[src/sv/npcs_pkg.sv]
// Package for the nearest palette color search: payload types, palette ROM.
// No dependencies.
`default_nettype none
package npcs_pkg;

  localparam int RomSize        = 256;
  localparam int PaletteEntries = 256;
  localparam int DistW          = 10;
  localparam int IdxW           = 8;

  typedef struct packed {
    logic [7:0] red_in;
    logic [7:0] green_in;
    logic [7:0] blue_in;
  } pix_t;

  typedef struct packed {
    logic [7:0] best_index;
    logic [9:0] best_distance;
  } res_t;

  typedef struct packed {
    logic [IdxW-1:0]  idx;
    logic [DistW-1:0] mdist;
  } cand_t;

  localparam logic [23:0] PalRom [RomSize] = '{
    24'h000000,24'hFF0000,24'hFFFF00,24'h00FF00,24'h00FFFF,24'h0000FF,24'hFF00FF,24'hFFFFFF,
    24'h808080,24'hC0C0C0,
    24'hFF0000,24'hFF7F7F,24'hA50000,24'hA55252,24'h7F0000,24'h7F3F3F,24'h4C0000,24'h4C2626,
    24'h260000,24'h261313,
    24'hFF3F00,24'hFF9F7F,24'hA52900,24'hA56752,24'h7F1F00,24'h7F4F3F,24'h4C1300,24'h4C2F26,
    24'h260900,24'h261C13,
    24'hFF7F00,24'hFFBF7F,24'hA55200,24'hA57C52,24'h7F3F00,24'h7F5F3F,24'h4C2600,24'h4C3926,
    24'h261300,24'h261C13,
    24'hFFBF00,24'hFFDF7F,24'hA57C00,24'hA59152,24'h7F5F00,24'h7F6F3F,24'h4C3900,24'h4C4226,
    24'h261C00,24'h262113,
    24'hFFFF00,24'hFFFF7F,24'hA5A500,24'hA5A552,24'h7F7F00,24'h7F7F3F,24'h4C4C00,24'h4C4C26,
    24'h262600,24'h262613,
    24'hBFFF00,24'hDFFF7F,24'h7CA500,24'h91A552,24'h5F7F00,24'h6F7F3F,24'h394C00,24'h424C26,
    24'h1C2600,24'h212613,
    24'h7FFF00,24'hBFFF7F,24'h52A500,24'h7CA552,24'h3F7F00,24'h5F7F3F,24'h264C00,24'h394C26,
    24'h132600,24'h1C2613,
    24'h3FFF00,24'h9FFF7F,24'h29A500,24'h67A552,24'h1F7F00,24'h4F7F3F,24'h134C00,24'h2F4C26,
    24'h092600,24'h172613,
    24'h00FF00,24'h7DFF7F,24'h00A500,24'h52A552,24'h007F00,24'h3F7F3F,24'h004C00,24'h264C26,
    24'h002600,24'h132613,
    24'h00FF3F,24'h7FFF9F,24'h00A529,24'h52A567,24'h007F1F,24'h3F7F4F,24'h004C13,24'h264C2F,
    24'h002609,24'h135817,
    24'h00FF7F,24'h7FFFBF,24'h00A552,24'h52A57C,24'h007F3F,24'h3F7F5F,24'h004C26,24'h264C39,
    24'h002613,24'h13581C,
    24'h00FFBF,24'h7FFFDF,24'h00A57C,24'h52A591,24'h007F5F,24'h3F7F6F,24'h004C39,24'h264C42,
    24'h00261C,24'h135858,
    24'h00FFFF,24'h7FFFFF,24'h00A5A5,24'h52A5A5,24'h007F7F,24'h3F7F7F,24'h004C4C,24'h264C4C,
    24'h002626,24'h135858,
    24'h00BFFF,24'h7FDFFF,24'h007CA5,24'h5291A5,24'h005F7F,24'h3F6FD9,24'h00394C,24'h26427E,
    24'h001C26,24'h135858,
    24'h007FFF,24'h7FBFFF,24'h0052A5,24'h527CA5,24'h003F7F,24'h3F5F7F,24'h00264C,24'h26397E,
    24'h001326,24'h131C58,
    24'h003FFF,24'h7F9FFF,24'h0029A5,24'h5267A5,24'h001F7F,24'h3F4F7F,24'h00134C,24'h262F7E,
    24'h000926,24'h131758,
    24'h0000FF,24'h7F7FFF,24'h0000A5,24'h5252A5,24'h00007F,24'h3F3F7F,24'h00004C,24'h26267E,
    24'h000026,24'h131358,
    24'h3F00FF,24'h9F7FFF,24'h2900A5,24'h6752A5,24'h1F007F,24'h4F3F7F,24'h13004C,24'h2F267E,
    24'h090026,24'h171358,
    24'h7F00FF,24'hBF7FFF,24'hA50052,24'h7C52A5,24'h3F007F,24'h5F3F7F,24'h26004C,24'h39267E,
    24'h130026,24'h1C1358,
    24'hBF00FF,24'hDF7FFF,24'h7C00A5,24'h8E52A5,24'h5F007F,24'h6F3F7F,24'h39004C,24'h42264C,
    24'h1C0026,24'h581358,
    24'hFF00FF,24'hFF7FFF,24'hA500A5,24'hA552A5,24'h7F007F,24'h7F3F7F,24'h4C004C,24'h4C264C,
    24'h260026,24'h581358,
    24'hFF00BF,24'hFF7FDF,24'hA5007C,24'hA55291,24'h7F005F,24'h7F3F6F,24'h4C0039,24'h4C2642,
    24'h26001C,24'h581358,
    24'hFF007F,24'hFF7FBF,24'hA50052,24'hA5527C,24'h7F003F,24'h7F3F5F,24'h4C0026,24'h4C2639,
    24'h260013,24'h58131C,
    24'hFF003F,24'hFF7F9F,24'hA50029,24'hA55267,24'h7F001F,24'h7F3F4F,24'h4C0013,24'h4C262F,
    24'h260009,24'h581317,
    24'h000000,24'h656565,24'h666666,24'h999999,24'hCCCCCC,24'hFFFFFF
  };

  // Lower index wins a tie: caller passes the lower-index candidate as a.
  function automatic cand_t pick(input cand_t a, input cand_t b);
    pick = (b.mdist < a.mdist) ? b : a;
  endfunction

endpackage
`default_nettype wire

[src/sv/npcs_min.sv]
// Min stage: a registered 4:1 reduction of candidates, lowest index on ties.
// Depends on npcs_pkg.
`default_nettype none
module npcs_min import npcs_pkg::*; #(
  parameter int NI = 4
) (
  input  wire logic  clk,
  input  wire logic  en,
  input  wire cand_t cin  [NI],
  output cand_t      cout [(NI+3)/4]
);

  localparam int NO = (NI + 3) / 4;

  for (genvar j = 0; j < NO; j++) begin : g_m
    cand_t acc;
    always_comb begin
      acc = cin[4*j];
      for (int k = 1; k < 4; k++) begin
        if (4*j + k < NI) acc = pick(acc, cin[4*j+k]);
      end
    end
    always_ff @(posedge clk) begin
      if (en) cout[j] <= acc;
    end
  end

endmodule
`default_nettype wire

[config.mk]
export PLATFORM = sky130hd
export DESIGN_NAME = npcs_min
export DESIGN_NICKNAME = d
export VERILOG_FILES = /design/src/sv/npcs_pkg.sv /design/src/sv/npcs_min.sv
export SDC_FILE = /design/constraint.sdc
export NUM_CORES = 1
export LEC_CHECK = 0
export BUFFER_PORTS_ARGS = -buffer_cell sky130_fd_sc_hd__buf_4
export CAP_MARGIN = 20
export CORE_MARGIN = 1.5
export CORE_UTILIZATION = 47
export CTS_CLUSTER_DIAMETER = 60
export DETAILED_ROUTE_END_ITERATION = 8
export PLACE_DENSITY = 0.84
export SETUP_SLACK_MARGIN = 0.05
export SLEW_MARGIN = 10
export SYNTH_ARGS = -nofsm -noshare
export SYNTH_HDL_FRONTEND = slang
export SYNTH_SLANG_ARGS = --single-unit
[constraint.sdc]
create_clock -name clk -period 7.6 [get_ports clk]
set_input_delay 0.76 -clock clk [delete_from_list [all_inputs] [get_ports clk]]
set_output_delay 0.76 -clock clk [all_outputs]
set_load 0.1 [all_outputs]
==> out/metrics.csv, run 1 <==
metric,value,unit
clock_power_share,0.102,
core,4000,µm²
required,7.60,ns
grt_pass1_vias,1596,
crit_path_end_kind,register,
place_inst,349,
syn_nets,313,
cpMostUsedCell,a21oi_1,
drt_first_pass_iters,4,
final.setup.tns,0,ns
drive_gt1_frac,0.363,
dp_slack,0.505,ns
clk_pin_slew,0.07,ns
cts-resized-gates,0,
drv_slew,0,
largest_reg_flops,18,
wl_per_cell,12.7,µm
switchingPower,0.000314,W
diodes,0,
pin_count,92,
port_buffers,91,
dr.first_iter.drc_count,114,
swShare,0.496,
yosysSeqAreaShare,0.274,
reg_top3,cout (18),
ant_nets,0,
initial_core_util,0.492,
chipWidth,67.7,µm
drt-total-wl,4.50,mm
route.detailed.drc,0,
vias,1853,
syn_area,1970,µm²
crit_fanout,18,
pwr_density_cell,232,nW/µm²
fin_crit,6.84,ns
fin_ws,0.760,ns
largest_register,cout,
final_cell_mix,"buf_4, mux2i_1, ha_1",
syn_to_final_growth,38.6,%
intPower,0.000319,W
slew_headroom,0.351,
crit_buf_inv,2,
holdBufCountCts,0,
fin_crit_sh,0.900,
ys_seq_elements,18,
post_cts_buffers,0,
crit_family,compound AO/OA/AOI/OAI gates,
leakagePower,1.38,nW
outcome,"complete, no violations",
min_path_type,in -> reg,
hold_ws,0.814,ns
vias_per_cell,5.25,
setup_violations,0,
async_flop_share,0,
finalNetCount,404,
rsz0062_at_grt,false,
grtUsageTotal,0.197,
cp_slowest_cell,o31ai_4,
max_freq,146,MHz
start_kind,input port,
drv_cap,0,
rows,23,
synthCells,213,
cts-htree-levels,1,
grt_overflow,0,
synth_edf_count,18,
root_buffer,clkbuf_8,
final_hold_viol_count,0,
cts_tree,built,
power_frac_seq,0.227,
die_h,67.7,µm
synthFlopType,edfxtp_1,
yosysWarnings,0,
final_common_cell,buf_4,
tightest_slew,0.973,ns
path_class,in -> reg,
slowest_delay,0.87,ns
dp_hpwl,3.91,mm
grt_pass1_wl,7.01,mm
gp_congestion,0.918,
die_area,4590,µm²
synth_cell_types,35,
cts_sinks,18,
power_frac_comb,0.671,
ir_drop,92.9,µV
avgSynthCellArea,9.25,µm²
cts_made_buffers,3,
stdcell_count,353,
clock_tree.buffer_depth,2,
arrival,6.84,ns
power,0.000633,W
antenna_found_initial,0,
path_cells,buf_4 -> ha_1 -> a21o_1 -> a21oi_1 -> nor3b_1 -> or3_1 -> buf_4 -> mux2i_1 -> ha_1 -> a21oi_1 -> nand4b_1 -> or2_2 -> mux2i_1 -> o21ai_2 -> o21ai_0 -> ha_1 -> o21a_1 -> a21oi_1 -> o21ai_0 -> a21oi_1 -> nor2b_1 -> or3_1 -> o31ai_4 -> mux2_2,
grt_max_degree,21,
## final timing paths
check               start  endpoint  slack, ns  cells past startpoint
setup / recovery  cin[39]  cout[12]       0.76                     24
hold / removal    cin[16]  cout[16]       0.81                      2
## synthesized netlist by cell type, drive strengths merged (2+ instances only)
cell	number	area [µm²]
nor2b	4	25.0
nand3	4	20.0
inv	18	67.6
edfxtp	18	541
mux2i	32	320
clkbuf	3	11.3
or3	2	12.5
buf	4	37.5
nor3b	2	15.0
nand2b	3	18.8
nand4	3	18.8
nor3	4	20.0
a21oi	20	100
nand2	16	60.1
o21ai	16	80.1
ha	26	325
nor2	16	67.6
a21o	3	22.5
mux2	9	109
## layer usage
layer	GRT usage	vias to the layer above	part of all wire
met5	0	-	0
met1	0.250	832	0.44
met3	0.0100	2	0.056
li1	-	964	-
met4	0.0459	0	0.0067
met2	0.363	55	0.50
## per-stage QoR
stage	utilization	area (µm²)
3_3_place_gp	0.671	2690
2_1_floorplan	-	1970
3_5_place_dp	0.671	2690
4_1_cts	0.683	2730
5_1_grt	0.683	2730
6_report	0.683	2730
## final cells by class
class,count,area (µm²)
Multi-Input combinational cell,170,1320
Fill cell,325,1270
Timing Repair Buffer,93,698
Sequential cell,18,541
Inverter,18,67.6
Tap cell,50,62.6
Clock buffer,3,41.3
Clock inverter,1,3.75
## power groups by stage
stage | sequential (W) | combinational [W] | clock (W)
final | 0.000144 | 0.000425 | 0.0000644
after global routing | 0.000146 | 0.000456 | 0.0000693
after CTS | 0.000144 | 0.000426 | 0.0000651
after detailed placement | 0.000146 | 0.000426 | 0
after global placement | 0.000146 | 0.000420 | 0
after floorplan | 0.000298 | 0.000182 | 0
## logic make-up (layout without fill, tap and decap cells)
kind of cell    Yosys count  in the layout  share of synthesized area
simple gates             56             56                      0.138
compound gates           47             47                      0.145
mux                      41             41                      0.218
fa+ha+maj                26             26                      0.165
buf+inv                  25            115                     0.0591
flops                    18             18                      0.274
Power figures use the tool's default switching activity.
==> run 2, diff against run 1 <==
--- a/config.mk
+++ b/config.mk
@@ -8,10 +8,10 @@
 export BUFFER_PORTS_ARGS = -buffer_cell sky130_fd_sc_hd__buf_4
 export CAP_MARGIN = 20
 export CORE_MARGIN = 1.5
-export CORE_UTILIZATION = 47
+export CORE_UTILIZATION = 28
 export CTS_CLUSTER_DIAMETER = 60
 export DETAILED_ROUTE_END_ITERATION = 8
-export PLACE_DENSITY = 0.84
+export PLACE_DENSITY = 0.56
 export SETUP_SLACK_MARGIN = 0.05
 export SLEW_MARGIN = 10
 export SYNTH_ARGS = -nofsm -noshare
==> run 2 against run 1 <==
- sequential cell count unchanged
- first-iteration DRC count down 61%
- clock power down 3%
- highest routed layer unchanged
- global-route usage down 6.6 points
- critical path type unchanged
- sequential power about the same
- largest power group unchanged
- hold slack better by 0.0017 ns
- largest cell class unchanged
- clock-buffer cell count unchanged
==> out/metrics.csv, run 2 (synthesis gave the netlist of run 1 again) <==
metric,value,unit
switchingPower,0.000316,W
clock_tree.buffer_depth,2,
hold_ws,0.816,ns
route.detailed.drc,0,
setup_violations,0,
cts-resized-gates,0,
crit_fanout,18,
initial_core_util,0.290,
pin_count,92,
drt_first_pass_iters,4,
final_cell_mix,"buf_4, mux2i_1, ha_1",
vias,1817,
outcome,"complete, no violations",
hold_start,cin[15],
ant_nets,0,
fin_crit_sh,0.874,
grt_pass1_wl,7.97,mm
gp_congestion,0.834,
holdBufCountCts,0,
largest_reg_flops,18,
rsz0062_at_grt,false,
syn_to_final_growth,41.7,%
crit_path_end_kind,register,
utilization,0.411,
reg_top3,cout (18),
hold_end,cout[15],
grt_overflow,0,
min_path_type,in -> reg,
intPower,0.000320,W
die_area,7550,µm²
cts_made_buffers,3,
swShare,0.496,
antenna_found_initial,0,
root_buffer,clkbuf_8,
cts_tree,built,
diodes,0,
port_buffers,91,
finalNetCount,405,
clock_power_share,0.098,
vias_per_cell,4.55,
clk_pin_slew,0.06,ns
cts-htree-levels,1,
grt_pass1_vias,1761,
final_area,2790,µm²
drt-total-wl,5.00,mm
drive_gt1_frac,0.366,
nFillCells,707,
arrival,6.72,ns
ir_drop,71.5,µV
power_frac_seq,0.227,
place_area,2750,µm²
tightest_slew,0.631,ns
die_h,86.9,µm
chipWidth,86.9,µm
final_common_cell,buf_4,
drv_slew,0,
fin_crit,6.64,ns
largest_register,cout,
start_kind,input port,
final_hold_viol_count,0,
post_cts_buffers,0,
pwr_density_cell,228,nW/µm²
final.setup.tns,0,ns
core,6790,µm²
cts_sinks,18,
min_path_cells,2,
wl_per_cell,12.5,µm
grtUsageTotal,0.131,
rows,30,
slew_headroom,0.579,
required,7.68,ns
dr.first_iter.drc_count,44,
max_freq,151,MHz
grt_max_degree,21,
drv_cap,0,
leakagePower,1.38,nW
power_frac_comb,0.675,
dp_hpwl,4.37,mm
path_class,in -> reg,
-- run 2: final cells by class --
class                           count  area (µm²)  share of cell area
Timing Repair Buffer               94         706               0.253
Multi-Input combinational cell    170        1320               0.472
Sequential cell                    18         541               0.194
Clock buffer                        3        41.3              0.0148
Inverter                           18        67.6              0.0242
Tap cell                           96         120              0.0430
-- run 2: power by group through the flow --
stage          sequential (W)   clock, W  combinational (W)
3_5_place_dp         0.000147          0           0.000432
5_1_grt              0.000147  0.0000685           0.000463
3_3_place_gp         0.000147          0           0.000430
6_report             0.000144  0.0000624           0.000429
4_1_cts              0.000145  0.0000644           0.000433
2_1_floorplan        0.000298          0           0.000182
-- run 2: per-stage QoR --
step | total power (W) | worst slack, ns | cells
floorplan | 0.000480 | 0.923 | 213
global placement | 0.000576 | 0.819 | 396
detailed placement | 0.000579 | 0.679 | 396
CTS | 0.000642 | 0.933 | 399
global route | 0.000678 | 0.509 | 399
finish | 0.000636 | 0.961 | 399
-- run 2: worst max-delay path, cell delays in order --
cell	delay [ns]
buf_4	0.12
ha_1	0.30
a21o_1	0.16
a21oi_1	0.13
nor3b_1	0.06
or3_1	0.49
buf_4	0.30
mux2i_1	0.18
ha_1	0.20
a21oi_1	0.20
nand4b_1	0.16
or2_2	0.32
mux2i_1	0.30
o21ai_2	0.21
o21ai_0	0.35
ha_1	0.31
o21a_1	0.17
a21oi_1	0.13
o21ai_0	0.12
a21oi_1	0.15
nor2b_1	0.07
or3_1	0.37
o31ai_4	0.61
buf_4	0.29
mux2i_1	0.22
-- run 2: worst max-delay path by stage --
stage                       start  endpoint
after floorplan           cin[57]  cout[16]
after global placement    cin[39]   cout[5]
after detailed placement  cin[39]   cout[7]
after CTS                 cin[39]   cout[7]
after global routing      cin[57]   cout[5]
final                     cin[39]   cout[3]
-- run 2: metal layers --
layer | share of wire | GRT usage | vias up
li1 | - | - | 966
met1 | 0.46 | 0.174 | 795
met2 | 0.48 | 0.228 | 54
met3 | 0.055 | 0.0123 | 2
met4 | 0.0062 | 0.0293 | 0
met5 | 0 | 0 | -
==> run 3, diff against run 2 <==
==> constraint.sdc (replaced) <==
create_clock -name clk -period 7.6 [get_ports clk]
set_input_delay 0.38 -clock clk [delete_from_list [all_inputs] [get_ports clk]]
set_output_delay 0.38 -clock clk [all_outputs]
set_load 0.1 [all_outputs]
==> run 3 against run 2 <==
- first-iteration DRC count increased by 95%
- sequential cell count stayed put
- total power is 0.67% higher
- critical endpoint is now cout[6]
- global-route usage up 0.45 points
- utilization rose by 0.055 points
==> out/metrics.csv, run 3 (synthesis gave the netlist of run 1 again) <==
metric,value,unit
cts-resized-gates,0,
stdcell_count,400,
final_hold_viol_count,0,
gp_congestion,0.794,
largest_register,cout,
final_area,2800,µm²
slowest_delay,0.62,ns
pwr_density_cell,229,nW/µm²
ant_nets,0,
port_buffers,91,
grt_pass1_wl,8.10,mm
arrival,6.34,ns
regArea,541,µm²
grtUsageTotal,0.135,
nFillCells,704,
crit_buf_inv,4,
syn_to_final_growth,41.9,%
die_h,86.9,µm
reg_top3,cout (18),
vias_per_cell,4.53,
cts_tree,built,
use_met1,0.175,
cts_made_buffers,3,
initial_core_util,0.290,
chipWidth,86.9,µm
pin_count,92,
dr.first_iter.drc_count,86,
drv_cap,0,
drt-total-wl,5.14,mm
wl_per_cell,12.9,µm
crit_end,cout[6],
busiest_layer,met2,
vias,1811,
post_cts_buffers,0,
path_class,in -> reg,
grt_overflow,0,
final_common_cell,buf_4,
slew_headroom,0.579,
place_area,2750,µm²
setup_violations,0,
ir_drop,68.4,µV
crit_family,compound AO/OA/AOI/OAI gates,
root_buffer,clkbuf_8,
hold_ws,0.432,ns
cpMostUsedCell,a21oi_1,
place_inst,396,
tightest_slew,0.632,ns
clock_tree.buffer_depth,2,
outcome,"complete, no violations",
cp_slowest_cell,o31ai_4,
fin_crit_sh,0.824,
drv_slew,0,
required,7.68,ns
start_kind,input port,
min_path_type,in -> reg,
crit_path_end_kind,register,
holdBufCountCts,0,
rows,30,
clk_pin_slew,0.07,ns
grt_use_met2,0.240,
cts_sinks,18,
grt_pass1_vias,1760,
drive_gt1_frac,0.365,
route.detailed.drc,0,
fin_crit,6.26,ns
final.setup.tns,0,ns
largest_reg_flops,18,
cts-htree-levels,1,
dp_hpwl,4.45,mm
cp-startpoint,cin[57],
grt_max_degree,24,
max_freq,160,MHz
drt_first_pass_iters,4,
diodes,0,
cp.depth,26,
crit_fanout,23,
final_cell_mix,"buf_4, mux2i_1, ha_1",
finalNetCount,405,
die_area,7550,µm²
use_met3,0.0133,
rsz0062_at_grt,false,
multi_input_area,1320,µm²
leakagePower,1.38,nW
antenna_found_initial,0,
core,6790,µm²
[run 3: cell types whose count changed in the layout (fill, tap and decap cells not counted)]
cell and change:
clkinv_1 +1
[run 3: power by group]
group,internal (W),switching [W]
Sequential,0.000139,0.00000540
Combinational,0.000146,0.000284
Clock,0.0000358,0.0000296
[run 3: area by class of cell]
class                      count  area share
clock buffer                   3      0.0148
clock inverter                 1     0.00134
inverter                      18      0.0242
multi-input combinational    170       0.471
sequential                    18       0.193
tap                           96      0.0430
timing repair buffer          94       0.252
[run 3: layer usage]
layer | up-vias | part of all wire | routed length [µm]
met2 | 55 | 0.48 | 2450
met4 | 0 | 0.0074 | 38
met5 | - | 0 | 0
met3 | 2 | 0.051 | 263
met1 | 793 | 0.46 | 2390
li1 | 961 | - | -
[run 3: worst min path at each step]
stage | startpoint | endpoint | slack (ns) | cells past startpoint
floorplan | en | cout[0] | 0.49 | 0
global placement | cin[12] | cout[12] | 0.68 | 2
detailed placement | cin[17] | cout[17] | 0.69 | 2
CTS | cin[17] | cout[17] | 0.43 | 2
global route | cin[17] | cout[17] | 0.42 | 2
finish | cin[17] | cout[17] | 0.43 | 2
[run 3: per-stage QoR]
step	total power [W]	setup WS, ns	utilization
2_1_floorplan	0.000480	1.30	-
4_1_cts	0.000646	1.30	0.411
6_report	0.000640	1.34	0.411
5_1_grt	0.000683	0.764	0.411
3_5_place_dp	0.000580	1.07	0.405
3_3_place_gp	0.000575	1.20	0.405
